[config.mk]
export PLATFORM = sky130hd
export DESIGN_NAME = bts_blend
export DESIGN_NICKNAME = d
export VERILOG_FILES = /design/src/hdl/bts_pkg.sv /design/src/hdl/bts_blend.sv
export SDC_FILE = /design/constraint.sdc
export NUM_CORES = 2
export LEC_CHECK = 0
export BUFFER_PORTS_ARGS = -buffer_cell sky130_fd_sc_hd__clkbuf_2
export CORE_AREA = 2 2 414 416
export CTS_CLUSTER_SIZE = 12
export DETAILED_ROUTE_END_ITERATION = 10
export DIE_AREA = 0 0 416 418
export PLACE_DENSITY_LB_ADDON = 0.15
export SYNTH_ARGS = -nofsm -noshare
export SYNTH_HDL_FRONTEND = slang
export SYNTH_SLANG_ARGS = --single-unit
[constraint.sdc]
create_clock -name clk -period 20.4 [get_ports clk]
set_input_delay 2.04 -clock clk [delete_from_list [all_inputs] [get_ports clk]]
set_output_delay 2.04 -clock clk [all_outputs]
set_load 0.03 [all_outputs]
[src/hdl/bts_pkg.sv]
// bts_pkg: shared constants, types and helpers for the bilinear texture sampler
// no dependencies

package bts_pkg;

    localparam int MAX_TEXELS  = 65536;
    localparam int TEX_ADDR_W  = $clog2(MAX_TEXELS);
    localparam int WEIGHT_BITS = 8;
    localparam int FRAC_BITS   = 16;

    localparam int COORD_W     = 18;
    localparam int SIZE_W      = 9;
    localparam int IDX_W       = 8;
    localparam int POS_W       = COORD_W + SIZE_W;
    localparam int ROW_W       = IDX_W + SIZE_W;
    localparam int IN_ADDR_W   = 16;

    localparam int CH_W        = 8;
    localparam int NUM_CH      = 4;
    localparam int TEXEL_W     = CH_W * NUM_CH;
    localparam int HSUM_W      = CH_W + WEIGHT_BITS;
    localparam int VSUM_W      = CH_W + 2 * WEIGHT_BITS;

    localparam int S_TDATA_W   = 88;
    localparam int M_TDATA_W   = TEXEL_W;
    localparam int TD_ADDR_LSB = 0;
    localparam int TD_TEX_LSB  = TD_ADDR_LSB + IN_ADDR_W;
    localparam int TD_U_LSB    = TD_TEX_LSB + TEXEL_W;
    localparam int TD_V_LSB    = TD_U_LSB + COORD_W;

    localparam int CFG_INDEX_W = 1;
    localparam int CFG_DATA_W  = SIZE_W;

    localparam logic [SIZE_W-1:0] SIZE_MAX = SIZE_W'(256);
    localparam logic [SIZE_W-1:0] SIZE_MIN = SIZE_W'(1);

    localparam logic CMD_WRITE  = 1'b0;
    localparam logic CMD_SAMPLE = 1'b1;

    localparam logic [CFG_INDEX_W-1:0] REG_TEX_WIDTH  = CFG_INDEX_W'(0);
    localparam logic [CFG_INDEX_W-1:0] REG_TEX_HEIGHT = CFG_INDEX_W'(1);

    typedef struct packed {
        logic [CH_W-1:0] alpha;
        logic [CH_W-1:0] blue;
        logic [CH_W-1:0] green;
        logic [CH_W-1:0] red;
    } texel_t;

    typedef struct packed {
        logic [IDX_W-1:0]       near_idx;
        logic [IDX_W-1:0]       far_idx;
        logic [WEIGHT_BITS-1:0] weight;
    } loc_t;

    function automatic logic [SIZE_W-1:0] eff_size(input logic [SIZE_W-1:0] raw);
        logic [SIZE_W-1:0] r;
        r = raw;
        if (raw < SIZE_MIN)
        begin
            r = SIZE_MIN;
        end
        else if (raw > SIZE_MAX)
        begin
            r = SIZE_MAX;
        end
        return r;
    endfunction

endpackage

[src/hdl/bts_blend.sv]
// bts_blend: two-stage per-channel bilinear blend with round half up
// depends on bts_pkg

module bts_blend (
    input  logic                            clk,
    input  logic                            en,
    input  bts_pkg::texel_t                 t00,
    input  bts_pkg::texel_t                 t10,
    input  bts_pkg::texel_t                 t01,
    input  bts_pkg::texel_t                 t11,
    input  logic [bts_pkg::WEIGHT_BITS-1:0] wx,
    input  logic [bts_pkg::WEIGHT_BITS-1:0] wy,
    output bts_pkg::texel_t                 result
);

    localparam int WC_W = bts_pkg::WEIGHT_BITS + 1;
    localparam logic [WC_W-1:0] WEIGHT_ONE = WC_W'(1) << bts_pkg::WEIGHT_BITS;
    localparam logic [bts_pkg::VSUM_W:0] ROUND_HALF =
        (bts_pkg::VSUM_W + 1)'(1) << (2 * bts_pkg::WEIGHT_BITS - 1);
    localparam logic [bts_pkg::VSUM_W:0] CH_MAX = (bts_pkg::VSUM_W + 1)'(255);

    logic [bts_pkg::HSUM_W-1:0]      top_reg  [bts_pkg::NUM_CH];
    logic [bts_pkg::HSUM_W-1:0]      bot_reg  [bts_pkg::NUM_CH];
    logic [bts_pkg::HSUM_W-1:0]      top_next [bts_pkg::NUM_CH];
    logic [bts_pkg::HSUM_W-1:0]      bot_next [bts_pkg::NUM_CH];
    logic [bts_pkg::VSUM_W:0]        rnd      [bts_pkg::NUM_CH];
    logic [bts_pkg::WEIGHT_BITS-1:0] wy_reg;
    logic [WC_W-1:0]                 wxc;
    logic [WC_W-1:0]                 wyc;
    logic [bts_pkg::TEXEL_W-1:0]     res_next;
    logic [bts_pkg::TEXEL_W-1:0]     res_reg;

    // horizontal
    always_comb
    begin
        wxc = WEIGHT_ONE - WC_W'(wx);
        for (int c = 0; c < bts_pkg::NUM_CH; c++)
        begin
            top_next[c] = bts_pkg::HSUM_W'(t00[c*bts_pkg::CH_W +: bts_pkg::CH_W])
                        * bts_pkg::HSUM_W'(wxc)
                        + bts_pkg::HSUM_W'(t10[c*bts_pkg::CH_W +: bts_pkg::CH_W])
                        * bts_pkg::HSUM_W'(wx);
            bot_next[c] = bts_pkg::HSUM_W'(t01[c*bts_pkg::CH_W +: bts_pkg::CH_W])
                        * bts_pkg::HSUM_W'(wxc)
                        + bts_pkg::HSUM_W'(t11[c*bts_pkg::CH_W +: bts_pkg::CH_W])
                        * bts_pkg::HSUM_W'(wx);
        end
    end

    // vertical and rounding
    always_comb
    begin
        wyc = WEIGHT_ONE - WC_W'(wy_reg);
        for (int c = 0; c < bts_pkg::NUM_CH; c++)
        begin
            rnd[c] = ((bts_pkg::VSUM_W + 1)'(top_reg[c]) * (bts_pkg::VSUM_W + 1)'(wyc)
                    + (bts_pkg::VSUM_W + 1)'(bot_reg[c]) * (bts_pkg::VSUM_W + 1)'(wy_reg)
                    + ROUND_HALF) >> (2 * bts_pkg::WEIGHT_BITS);
            if (rnd[c] > CH_MAX)
            begin
                rnd[c] = CH_MAX;
            end
            res_next[c*bts_pkg::CH_W +: bts_pkg::CH_W] = rnd[c][bts_pkg::CH_W-1:0];
        end
    end

    always_ff @(posedge clk)
    begin
        if (en)
        begin
            for (int c = 0; c < bts_pkg::NUM_CH; c++)
            begin
                top_reg[c] <= top_next[c];
                bot_reg[c] <= bot_next[c];
            end
            wy_reg  <= wy;
            res_reg <= res_next;
        end
    end

    assign result = bts_pkg::texel_t'(res_reg);

endmodule

======== After elaboration in Yosys (flattened, before gate mapping) ========
Memories as Yosys holds them, arrays and structs flattened.
Cells that the tools add are included.
storage, ports and cells
  bits in registers ....................... 40
  RAM bits ................................ 128
  input bits .............................. 146
  output and inout bits ................... 32
  logic and storage cells ................. 55
  memories kept ........................... 2
operators by class
  $add $sub $neg .......................... 18
  multiply operators ...................... 24
  magnitude comparators ................... 4
  muxes and demuxes ....................... 2
memory list
  name     depth  bits a word  rd ports  clocked after memory_dff  write ports  RTL line         source
  bot_reg  4      16           4         0                         4            bts_blend.sv:23  logic [bts_pkg::HSUM_W-1:0] bot_reg [bts_pkg::NUM_CH];
  top_reg  4      16           4         0                         4            bts_blend.sv:22  logic [bts_pkg::HSUM_W-1:0] top_reg [bts_pkg::NUM_CH];
operator list
  cell                                                 number
  adder 16 bit                                         8
  multiplier 8 x 8 -> 16 bit                           8
  multiplier 8 x 9 -> 16 bit                           8
  adder 25 x 16 -> 25 bit (second input constant)      4
  adder 25 x 24 -> 25 bit                              4
  multiplier 16 x 9 -> 25 bit                          4
  multiplier 16 x 8 -> 24 bit                          4
  > comparator 9 x 8 -> 1 bit (second input constant)  4
  subtractor 9 x 8 -> 9 bit (first input constant)     2
  2-to-1 mux 1 bit                                     2

======== Longest topological paths before layout ========
  depth in word-level cells ............... 5
  gate-level depth with buffers ........... 29
  mapped depth without buffers ............ 25

======== Worst setup path before layout ========
No wires, ideal clock.
  path kind ............................... input -> register
  start point ............................. input port wx[0] in the netlist's numbering
  end point ............................... memory bot_reg[1][15] in the netlist's numbering, data pin
  setup time .............................. 0.190 ns
  data arrival time ....................... 7.823 ns
  data required time ...................... 20.210 ns
  slack ................................... 12.386 ns
  cell stages on the path ................. 24
  path buffers ............................ 2
  cell sequence ........................... inv_1 -> ha_1 -> nand3_2 -> nor3_4 -> clkbuf_1 -> clkbuf_1 -> nand2_1 -> fa_1 -> inv_1 -> fa_1 -> inv_1 -> fa_1 -> fa_1 -> fa_1 -> fa_1 -> inv_1 -> ha_1 -> inv_1 -> nor2_1 -> o21ai_0 -> o31ai_1 -> o41ai_4 -> mux2i_1 -> a2111oi_2
RTL lines
  element          RTL line         source
  start, declared  bts_blend.sv:11  input logic [bts_pkg::WEIGHT_BITS-1:0] wx,
  end, declared    bts_blend.sv:23

==> metrics <==
CTS tree done; port bufs 177; vias in the first global route 57,100; maxcap violations 0; Avg Cell Area, Syn 9.30 um2; CTS root buffer clkbuf_16; Worst-Skew Late Latency 0.56 ns; Filler cells 16,400; Post-synth EDFFs 168; Setup WS post-layout 11.61 ns; multiplexer area fraction after synthesis 0.000709; Top FF cell, synth edfxtp_1; GR Overflow Total 0; Final Hold Violating Endpoints 0; Mapped Area 75,900 um2; Max Clock Skew 0.0271 ns; DRT iter0 DRCs 2,564; Slew Viols, Final 0; # DRC 0; Worst-Margin Slew 1.09 ns; Row Count 151; clock slew seen by the registers of the worst setup and hold paths 0.08 ns; layout cell share with drive strength beyond 1 0.0388; die extent in x 416 um; Core Area 169,000 um2; Area contributors post-synth fa_1 (45%), ha_1 (14%), and2_1 (11%), inv_1 (11%), edfxtp_1 (6.7%); Final period util 0.431; Via density 5.00; total negative slack 0 ns; commonest cells after routing, fill and taps aside inv_1 (2,236), fa_1 (1,696), and2_1 (1,349); CTS resizes 0; register area share after synthesis 0.0665; CTS Hold Bufs 0; # clock sinks 168; Mapped Nets 10,900; RSZ-0062 raised after global routing false; fmax 114 MHz; CTS max path bufs 2; initial core utilization 0.449; die area 174,000 um2; Final Critical Period 8.79 ns; largest net degree at the start of global routing 77; CP arrival 9.13 ns; critical path launch point type input port; Synth Instances 8,153; Synth Warn # 0; Hold WS 1.61 ns; Synth Register Bits 168; Num CTS Buffers 17; Req. time, crit path 20.74 ns; Die Ht 418 um; initial antenna violation count 15; Max FO, Critical Path 42; routed len/inst 18.7 um; placer's final routability congestion estimate 0.820; first-pass GRT wire length 318,000 um; endpoints failing setup 0; outcome complete, no violations; most common cell after layout, fill and taps aside inv_1; Netlist cell types 73; Final nets 10,800; antenna viol nets, final 0; Post-Synth Adder-Cell Area 0.590; CP Capture Type flip-flop; dpl ws 11.07 ns; asr flop ratio synth 0; hold crit path type flip-flop to flip-flop; total wire length 194,000 um; Post-Synth XOR/XNOR Area 0.0218; largest family of logic cells by synthesized area adder cells; DPL Wire Length 153,000 um; critical path class input port to flip-flop; gr usage total 0.235; Synth Area in Compound Gates 0.0266; Synth area leader fa_1; io pins 178; Max-slew headroom 0.274; DR vias 51,800; Simple-Gate Fraction of Synth Area 0.171; First-pass DRT Iterations 7; Area Overhead vs Synth 5.04%; H-tree depth 4; Post-CTS Setup Bufs 0; top cell type's share of synthesized area 0.448
==> per-layer routing <==
metal,vias to the layer above,wire length [um],track usage
met5,-,13,0
met4,2,3350,0.0455
met3,151,11400,0.0427
met2,1101,90100,0.384
met1,27000,88800,0.329
li1,23600,-,-
==> through the flow <==
step | instance area (um2) | cells | utilization
floorplan | 75900 | 8153 | -
global placement | 79000 | 10300 | 0.467
detailed placement | 79000 | 10300 | 0.467
CTS | 79600 | 10400 | 0.471
global route | 79700 | 10400 | 0.471
finish | 79700 | 10400 | 0.471
==> worst max-delay path, cell delays in order <==
cell       delay, ns
buf_2           0.56
buf_4           0.63
nor2_1          0.13
nand3_2         0.17
xor2_4          0.16
buf_4           0.47
nand2_1         0.13
fa_1            0.50
inv_1           0.06
fa_1            0.52
inv_1           0.05
fa_1            0.48
fa_1            0.57
fa_1            0.44
fa_1            0.50
inv_1           0.04
ha_1            0.32
inv_1           0.13
nor2_1          0.07
o21ai_0         0.15
o31ai_1         0.15
o41ai_4         0.30
mux2i_1         0.16
a2111oi_2       0.37
==> cell families after synthesis <==
kind of cell | count (synthesis)
AOI/OAI and AO/OA | 284
xor gates and xnor gates | 188
adders and majority gates | 2558
buffers and inverters | 2504
DFF | 168
muxes | 5
and+or+nand+nor | 2446
==> worst paths after layout <==
path	from	end	slack [ns]	depth (start not counted)
max	wx[5]	bot_reg[3][15]$_DFFE_PP_	11.61	24
min	top_reg[1][15]$_DFFE_PP_	result[15]$_SDFFCE_PN1P_	1.61	6
max reg2reg	wy_reg[0]$_DFFE_PP_	result[24]$_SDFFCE_PN1P_	11.76	25
min reg2reg	top_reg[1][15]$_DFFE_PP_	result[15]$_SDFFCE_PN1P_	1.61	6
==> cells in the mapped netlist, types with 3 or more instances <==
cell type	number
o31ai_1	10
fa_1	1696
or3_1	20
nand2_1	869
xor2_1	56
o2111ai_1	3
o31a_1	3
or4_1	6
nand2b_1	5
nor4_1	4
o311ai_0	6
edfxtp_1	168
a2111oi_2	3
and2_1	1349
a21oi_1	64
or2_2	11
mux2i_1	4
a211oi_1	16
o22ai_1	8
a21o_1	33
o211ai_1	8
a21oi_2	3
o21ai_0	49
nor3_1	29
o21bai_1	18
clkbuf_1	227
o41ai_4	3
o21a_1	18
xnor2_1	131
nand4_1	9
o21bai_2	3
nand3_1	33
and3_1	16
o211a_1	4
nor2_1	69
a211oi_2	3
a31oi_1	8
inv_1	2236
buf_1	40
ha_1	862
nor2b_1	13
==> area by class of cell <==
class | instances | area [um2] | area share
Tap cell | 2218 | 2780 | 0.0348
Clock inverter | 15 | 183 | 0.00229
Antenna cell | 11 | 27.5 | 0.000345
Inverter | 2236 | 8390 | 0.105
Multi-Input combinational cell | 5481 | 61500 | 0.772
Clock buffer | 17 | 425 | 0.00534
Sequential cell | 168 | 5040 | 0.0633
Timing Repair Buffer | 228 | 1280 | 0.0161
Power is left out: the tool's default activity adds up to more than one toggle a clock period on the data nets, which glitch-free logic cannot reach.
