==> config.mk <==
export PLATFORM = sky130hd
export DESIGN_NAME = bts_locate
export DESIGN_NICKNAME = d
export VERILOG_FILES = /design/src/hdl/bts_pkg.sv /design/src/hdl/bts_locate.sv
export SDC_FILE = /design/constraint.sdc
export NUM_CORES = 1
export LEC_CHECK = 0
export ABC_AREA = 0
export BUFFER_PORTS_ARGS = -buffer_cell sky130_fd_sc_hd__buf_2
export CAP_MARGIN = 20
export CORE_MARGIN = 3
export CORE_UTILIZATION = 40
export DETAILED_ROUTE_END_ITERATION = 10
export PLACE_DENSITY_LB_ADDON = 0.15
export SYNTH_ARGS = -nofsm -noshare
export SYNTH_HDL_FRONTEND = slang
export SYNTH_SLANG_ARGS = --single-unit
==> constraint.sdc <==
create_clock -name clk -period 22.9 [get_ports clk]
set_input_delay 4.58 -clock clk [delete_from_list [all_inputs] [get_ports clk]]
set_output_delay 4.58 -clock clk [all_outputs]
set_load 0.02 [all_outputs]
==> src/hdl/bts_pkg.sv <==
// bts_pkg: shared constants, types and helpers for the bilinear texture sampler
// no dependencies

package bts_pkg;

    localparam int MAX_TEXELS  = 65536;
    localparam int TEX_ADDR_W  = $clog2(MAX_TEXELS);
    localparam int WEIGHT_BITS = 8;
    localparam int FRAC_BITS   = 16;

    localparam int COORD_W     = 18;
    localparam int SIZE_W      = 9;
    localparam int IDX_W       = 8;
    localparam int POS_W       = COORD_W + SIZE_W;
    localparam int ROW_W       = IDX_W + SIZE_W;
    localparam int IN_ADDR_W   = 16;

    localparam int CH_W        = 8;
    localparam int NUM_CH      = 4;
    localparam int TEXEL_W     = CH_W * NUM_CH;
    localparam int HSUM_W      = CH_W + WEIGHT_BITS;
    localparam int VSUM_W      = CH_W + 2 * WEIGHT_BITS;

    localparam int S_TDATA_W   = 88;
    localparam int M_TDATA_W   = TEXEL_W;
    localparam int TD_ADDR_LSB = 0;
    localparam int TD_TEX_LSB  = TD_ADDR_LSB + IN_ADDR_W;
    localparam int TD_U_LSB    = TD_TEX_LSB + TEXEL_W;
    localparam int TD_V_LSB    = TD_U_LSB + COORD_W;

    localparam int CFG_INDEX_W = 1;
    localparam int CFG_DATA_W  = SIZE_W;

    localparam logic [SIZE_W-1:0] SIZE_MAX = SIZE_W'(256);
    localparam logic [SIZE_W-1:0] SIZE_MIN = SIZE_W'(1);

    localparam logic CMD_WRITE  = 1'b0;
    localparam logic CMD_SAMPLE = 1'b1;

    localparam logic [CFG_INDEX_W-1:0] REG_TEX_WIDTH  = CFG_INDEX_W'(0);
    localparam logic [CFG_INDEX_W-1:0] REG_TEX_HEIGHT = CFG_INDEX_W'(1);

    typedef struct packed {
        logic [CH_W-1:0] alpha;
        logic [CH_W-1:0] blue;
        logic [CH_W-1:0] green;
        logic [CH_W-1:0] red;
    } texel_t;

    typedef struct packed {
        logic [IDX_W-1:0]       near_idx;
        logic [IDX_W-1:0]       far_idx;
        logic [WEIGHT_BITS-1:0] weight;
    } loc_t;

    function automatic logic [SIZE_W-1:0] eff_size(input logic [SIZE_W-1:0] raw);
        logic [SIZE_W-1:0] r;
        r = raw;
        if (raw < SIZE_MIN)
        begin
            r = SIZE_MIN;
        end
        else if (raw > SIZE_MAX)
        begin
            r = SIZE_MAX;
        end
        return r;
    endfunction

endpackage

==> src/hdl/bts_locate.sv <==
// bts_locate: scales one q2.16 coordinate by the texture size, clamps it and
// splits it into near index, far index and weight; depends on bts_pkg

module bts_locate (
    input  logic                               clk,
    input  logic                               en,
    input  logic signed [bts_pkg::COORD_W-1:0] coord,
    input  logic        [bts_pkg::SIZE_W-1:0]  size,
    output bts_pkg::loc_t                      loc
);

    logic signed [bts_pkg::POS_W-1:0] pos_reg;
    logic signed [bts_pkg::POS_W-1:0] pos_next;
    logic signed [bts_pkg::POS_W-1:0] coord_ext;
    logic signed [bts_pkg::POS_W-1:0] size_ext;
    logic signed [bts_pkg::POS_W-1:0] pos_hi;
    logic signed [bts_pkg::POS_W-1:0] pos_clamped;
    logic [bts_pkg::SIZE_W-1:0]       size_m1;
    logic [bts_pkg::SIZE_W-1:0]       far_wide;
    logic [bts_pkg::FRAC_BITS-1:0]    frac;
    bts_pkg::loc_t                    loc_reg;
    bts_pkg::loc_t                    loc_next;

    // scale
    always_comb
    begin
        coord_ext = bts_pkg::POS_W'(coord);
        size_ext  = $signed({{(bts_pkg::POS_W - bts_pkg::SIZE_W){1'b0}}, size});
        pos_next  = coord_ext * size_ext;
    end

    // clamp and split
    always_comb
    begin
        size_m1     = size - bts_pkg::SIZE_W'(1);
        pos_hi      = $signed({{(bts_pkg::POS_W - bts_pkg::SIZE_W - bts_pkg::FRAC_BITS){1'b0}},
                               size_m1, {bts_pkg::FRAC_BITS{1'b0}}});
        pos_clamped = pos_reg;
        if (pos_reg < 0)
        begin
            pos_clamped = '0;
        end
        else if (pos_reg > pos_hi)
        begin
            pos_clamped = pos_hi;
        end
        frac              = pos_clamped[bts_pkg::FRAC_BITS-1:0];
        loc_next.near_idx = pos_clamped[bts_pkg::FRAC_BITS +: bts_pkg::IDX_W];
        far_wide          = bts_pkg::SIZE_W'(loc_next.near_idx)
                          + bts_pkg::SIZE_W'(frac != '0);
        if (far_wide > size_m1)
        begin
            far_wide = size_m1;
        end
        loc_next.far_idx  = far_wide[bts_pkg::IDX_W-1:0];
        loc_next.weight   = frac[bts_pkg::FRAC_BITS-1 -: bts_pkg::WEIGHT_BITS];
    end

    always_ff @(posedge clk)
    begin
        if (en)
        begin
            pos_reg <= pos_next;
            loc_reg <= loc_next;
        end
    end

    assign loc = loc_reg;

endmodule

* Word-level counts from Yosys, hierarchy flattened *
Index checks and enable logic that the tools add are counted.

word-level totals
  bits in registers = 51
  input bits = 29
  output and inout bits = 24
  word-level logic and storage cells = 14

operators by class
  add/sub/neg operators = 2
  $mul = 1
  $lt $le $gt $ge = 3
  mux-type cells = 3
  reductions and logical operators = 1

operator list
  kind                                                                   number
  24-bit two-way mux                                                     2
  27-bit by 26-bit > comparator with 1-bit output                        1
  27-bit by 1-bit < comparator with 1-bit output, second input constant  1
  18-bit by 10-bit multiplier with 27-bit output                         1
  16-bit nonzero test                                                    1
  8-bit by 1-bit adder with 9-bit output                                 1
  9-bit > comparator                                                     1
  9-bit by 1-bit subtractor with 9-bit output, second input constant     1
  8-bit two-way mux                                                      1

* Depth between registers and ports, before layout *
  depth after elaboration = 8
  mapped depth = 29
  mapped depth without buffers = 26

* Least setup slack after synthesis *
Ideal clock, no wire load.

  path kind = input port to flip-flop
  start point = in size[1] in the netlist's numbering
  end point = reg loc_reg, in the netlist loc[13] (data pin)
  data arrival time = 10770 ps
  required time = 22640 ps
  path slack = 11870 ps
  cell stages on the path = 28
  path buffers = 4
  cells stage by stage = clkbuf_1 > buf_1 > inv_1 > ha_1 > nor3b_1 > xnor2_1 > ha_1 > a21oi_1 > nand2_1 > o2111ai_1 > o2111ai_1 > a311oi_4 > buf_2 > clkbuf_1 > a21oi_1 > nor2_1 > ha_1 > or4b_1 > mux2_1 > ha_1 > o21a_1 > o21a_1 > o21a_1 > o21a_1 > o22a_1 > o32a_1 > nand3_4 > mux2_4

RTL lines
  element                                              RTL line          source
  start: declaration                                   bts_locate.sv:8   input logic [bts_pkg::SIZE_W-1:0] size,
  9-bit by 1-bit subtractor with 9-bit output (*)      bts_locate.sv:35  size_m1 = size - bts_pkg::SIZE_W'(1);
  27-bit by 26-bit > comparator with 1-bit output (*)  bts_locate.sv:43  else if (pos_reg > pos_hi)
  24-bit two-way mux (*)                               bts_locate.sv:43
  24-bit two-way mux (*)                               bts_locate.sv:39  if (pos_reg < 0)
  via pos_clamped (one bit)                            bts_locate.sv:17  logic signed [bts_pkg::POS_W-1:0] pos_clamped;
  8-bit by 1-bit adder with 9-bit output (*)           bts_locate.sv:50  + bts_pkg::SIZE_W'(frac != '0);
  9-bit > comparator                                   bts_locate.sv:51  if (far_wide > size_m1)
  8-bit two-way mux (*)                                bts_locate.sv:51
  via far_wide (one bit)                               bts_locate.sv:19  logic [bts_pkg::SIZE_W-1:0] far_wide;
  end signal: assignment                               bts_locate.sv:64  loc_reg <= loc_next;
  end: declaration                                     bts_locate.sv:21  bts_pkg::loc_t loc_reg;

The timed path passes the listed nets; every way through them passes the cells marked *.
A chain may end at the register's enable or synchronous reset.

* Worst setup path in the final report *
  start point = in size[0] in the netlist's numbering
  end point = reg loc_reg, in the netlist loc[13] (data pin)

RTL lines
  element                                          RTL line
  9-bit by 1-bit subtractor with 9-bit output (*)  bts_locate.sv:35
  27-bit by 26-bit > comparator with 1-bit output  bts_locate.sv:43
  24-bit two-way mux (*)                           bts_locate.sv:43
  24-bit two-way mux (*)                           bts_locate.sv:39
  via pos_clamped (one bit)                        bts_locate.sv:17
  8-bit by 1-bit adder with 9-bit output (*)       bts_locate.sv:50
  9-bit > comparator                               bts_locate.sv:51
  8-bit two-way mux (*)                            bts_locate.sv:51
  via far_wide (one bit)                           bts_locate.sv:19

Marked as above.

==> impl_results.md <==
- GRT Util Overall: 0.167
- Drt pass-1 iters: 4
- Largest register FFs: 27
- Fin. Hold Viols: 0
- Via Count: ~5900
- Largest net degree at the start of global routing: 52
- WL/cell: 15.4 um
- RePlAce Congestion: 0.797
- Worst min-delay path class: reg2reg
- Minimum clock period: between 10 and 15 ns
- Worst skew pair latency: roughly 0.29 ns
- CTS hold repair buffers: 0
- DPL Wire Length: 15000 um
- Yosys top cell area share: 0.308
- I/O Pins: between 50 and 60
- Remaining routing DRC violations: 0
- Top FF cell, synth: edfxtp_1
- CTS tree: yes
- H-tree levels: 2
- Post-synth ARST share: 0
- Post-CTS setup buffers: 0
- Multi-input gate area: 0.00639 mm^2
- Area growth, synth to finish: 7.81%
- Final Cycle Share: 0.482
- Fillers: about 2100
- Kind of critical path: in2reg
- Top cells by area, synth: fa_1 31%, edfxtp_1 18%, ha_1 11%, and2_1 8.2%, inv_1 7.3%
- Starting Density: 0.409
- Post-synthesis sequential area ratio: 0.177
- Die Area: ~0.023 mm^2
- Cell Area, Synth: ~0.0087 mm^2
- Synthesized area per cell: approximately 9.8 um^2
- Leakage: 4.53 nW
- Worst path max stage delay: about 0.47 ns
- Count leader, synth: inv_1
- Cts repair resizes: 0
- Maximum vdd drop: approximately 0.054 mV
- Fmax: ~0.09 GHz
- Port bufs: between 50 and 60
- Post-synth EDFFs: between 50 and 60
- RSZ-0062 raised after global routing: false
- Seq cells post-synth: between 50 and 60
- Initial antenna violation count: 0
- Run status: completed
- DRT Wirelength: approximately 18000 um
- Layout cell share with drive strength beyond 1: 0.0902
- Final nets: between 1000 and 1500
- Die W: between 150 and 200 um
- 1st-iter DRT viols: roughly 230
- Leading area contributor after synthesis: fa_1
- Critical path required time: between 20 and 25 ns
- Num rows: 53
- Crit-path max FO: 27
- Bufs and invs on worst path: 3
- Critical path endpoint category: register
- Power per cell area: between 100 and 150 mW/mm^2
- Slew @ Worst Pin: between 0.6 and 0.7 ns
- Die height: about 150 um
- Number of global-route vias before repair: 6320
- MaxCap Viol Count: 0
- CP Launch Type: input pin
- Inserted Diodes: 0
- Area of the core: around 0.021 mm^2
- Worst rel slew slack: 0.540
- CTS clock-pin slew for the worst setup and hold paths: ~0.070 ns
- Hold slack final: between 0.5 and 0.6 ns
- Via density: 4.95
- Commonest cells in the netlist: 168 x inv_1, 133 x fa_1, 113 x and2_1, 74 x ha_1, 64 x nand2_1
- Slowest stage cell, crit path: or4b_1
- Ys Warns: 0
- First-pass GRT wire length: 32300 um
- Fin. max-slew vios: 0
- Final Setup Violations: 0
- Register Area: 0.00153 mm^2
- GR Overflow Total: 0
- Mapped Nets: 1119
- CP Data Arrival Time: roughly 11 ns
- Number of buffers created by CTS: 5
- Clock Root Buffer: clkbuf_16
- Clock Path Buffers: 2
- DRT antenna net count: 0
- Crit-path leading delay family: compound AO/OA/AOI/OAI gates
- Gate Count Post-Synth: between 800 and 900
- Setup TNS: 0 ns
- CTS Sinks: 51
- Synth unique cells: 65
- Clock Skew: between 0.004 and 0.005 ns
-- cells in the final DEF, fill, tap and decap left out, types with 3 or more instances in the layout --
master     count
nand2b_1       6
nor3b_1        3
nor2b_1       10
nor3_1        14
inv_1        168
and3_1        16
nand3_1        9
a21o_1         5
edfxtp_1      51
and2_1       113
xor2_1        13
o31ai_1        3
buf_2         52
o21bai_1       3
nor2_1        21
xnor2_1       29
o21ai_0       14
ha_1          74
mux2_4         4
o21a_1         7
a21oi_1       23
nor4_1         6
mux2i_1        8
or3_1          5
o211ai_1       5
fa_1         133
nand2_1       64
clkbuf_16      5
nand4_1        5
a211oi_1       4
-- cell type report --
cell class / instances / share of cell area
clock buffer: 5 / 0.0134
clock inverter: 3 / 0.00282
inverter: 168 / 0.0676
multi-input combinational: 639 / 0.686
sequential: 51 / 0.164
tap: 275 / 0.0369
timing repair buffer: 54 / 0.0295
-- worst paths after layout --
kind	from	end	slack [ns]	cells after the start
max	size[0]	loc[13]$_DFFE_PP_	11.86	26
min	pos_reg[11]$_DFFE_PP_	loc[3]$_DFFE_PP_	0.59	1
max reg2reg	pos_reg[17]$_DFFE_PP_	loc[13]$_DFFE_PP_	17.15	21
min reg2reg	pos_reg[11]$_DFFE_PP_	loc[3]$_DFFE_PP_	0.59	1
-- worst register-to-register path: stages, from the launching register on --
cell	delay (ns)
edfxtp_1	0.45
ha_1	0.33
nor2b_1	0.15
o2111a_1	0.24
o2111ai_1	0.22
o2111ai_1	0.20
a311oi_4	0.23
buf_4	0.32
a21oi_1	0.12
nor2_1	0.16
ha_1	0.26
or4b_1	0.47
mux2_1	0.36
ha_1	0.32
o21a_1	0.11
o21a_1	0.17
o21a_1	0.16
o21a_1	0.17
o22a_1	0.20
o32a_1	0.40
nand3_4	0.17
mux2_4	0.31
-- through the flow --
stage                      util  setup WS [ns]  instance area, um^2  std cells  power [mW]
final                     0.441          11.86                 9330       1195        1.19
after global routing      0.441          11.34                 9330       1195        1.34
after CTS                 0.441          11.81                 9330       1195        1.20
after detailed placement  0.434          11.51                 9180       1187        1.12
after global placement    0.434          11.71                 9180       1187        1.11
after floorplan               -          11.87                 8650        883       0.929
-- metal layers --
metal | GRT usage | vias to the layer above | routed length, um
li1 | - | 2910 | -
met1 | 0.242 | 2922 | 8950
met2 | 0.279 | 78 | 8830
met3 | 0.0156 | 10 | 482
met4 | 0.0250 | 0 | 144
met5 | 0 | - | 0
-- logic make-up after synthesis --
family,synth area share
buffers and inverters,0.0839
muxes,0.0188
DFF,0.177
AOI/OAI and AO/OA,0.0740
and+or+nand+nor,0.184
adders and majority gates,0.417
xor gates and xnor gates,0.0451
-- power breakdown --
part	switching [mW]	leakage, nW	total [mW]	internal, mW
combinational	0.495	3.94	0.896	0.401
sequential	0.0243	0.514	0.214	0.190
clock	0.0337	0.0748	0.0752	0.0414
total	0.553	4.53	1.19	0.633
No activity file was read; power rests on OpenSTA's default activity.
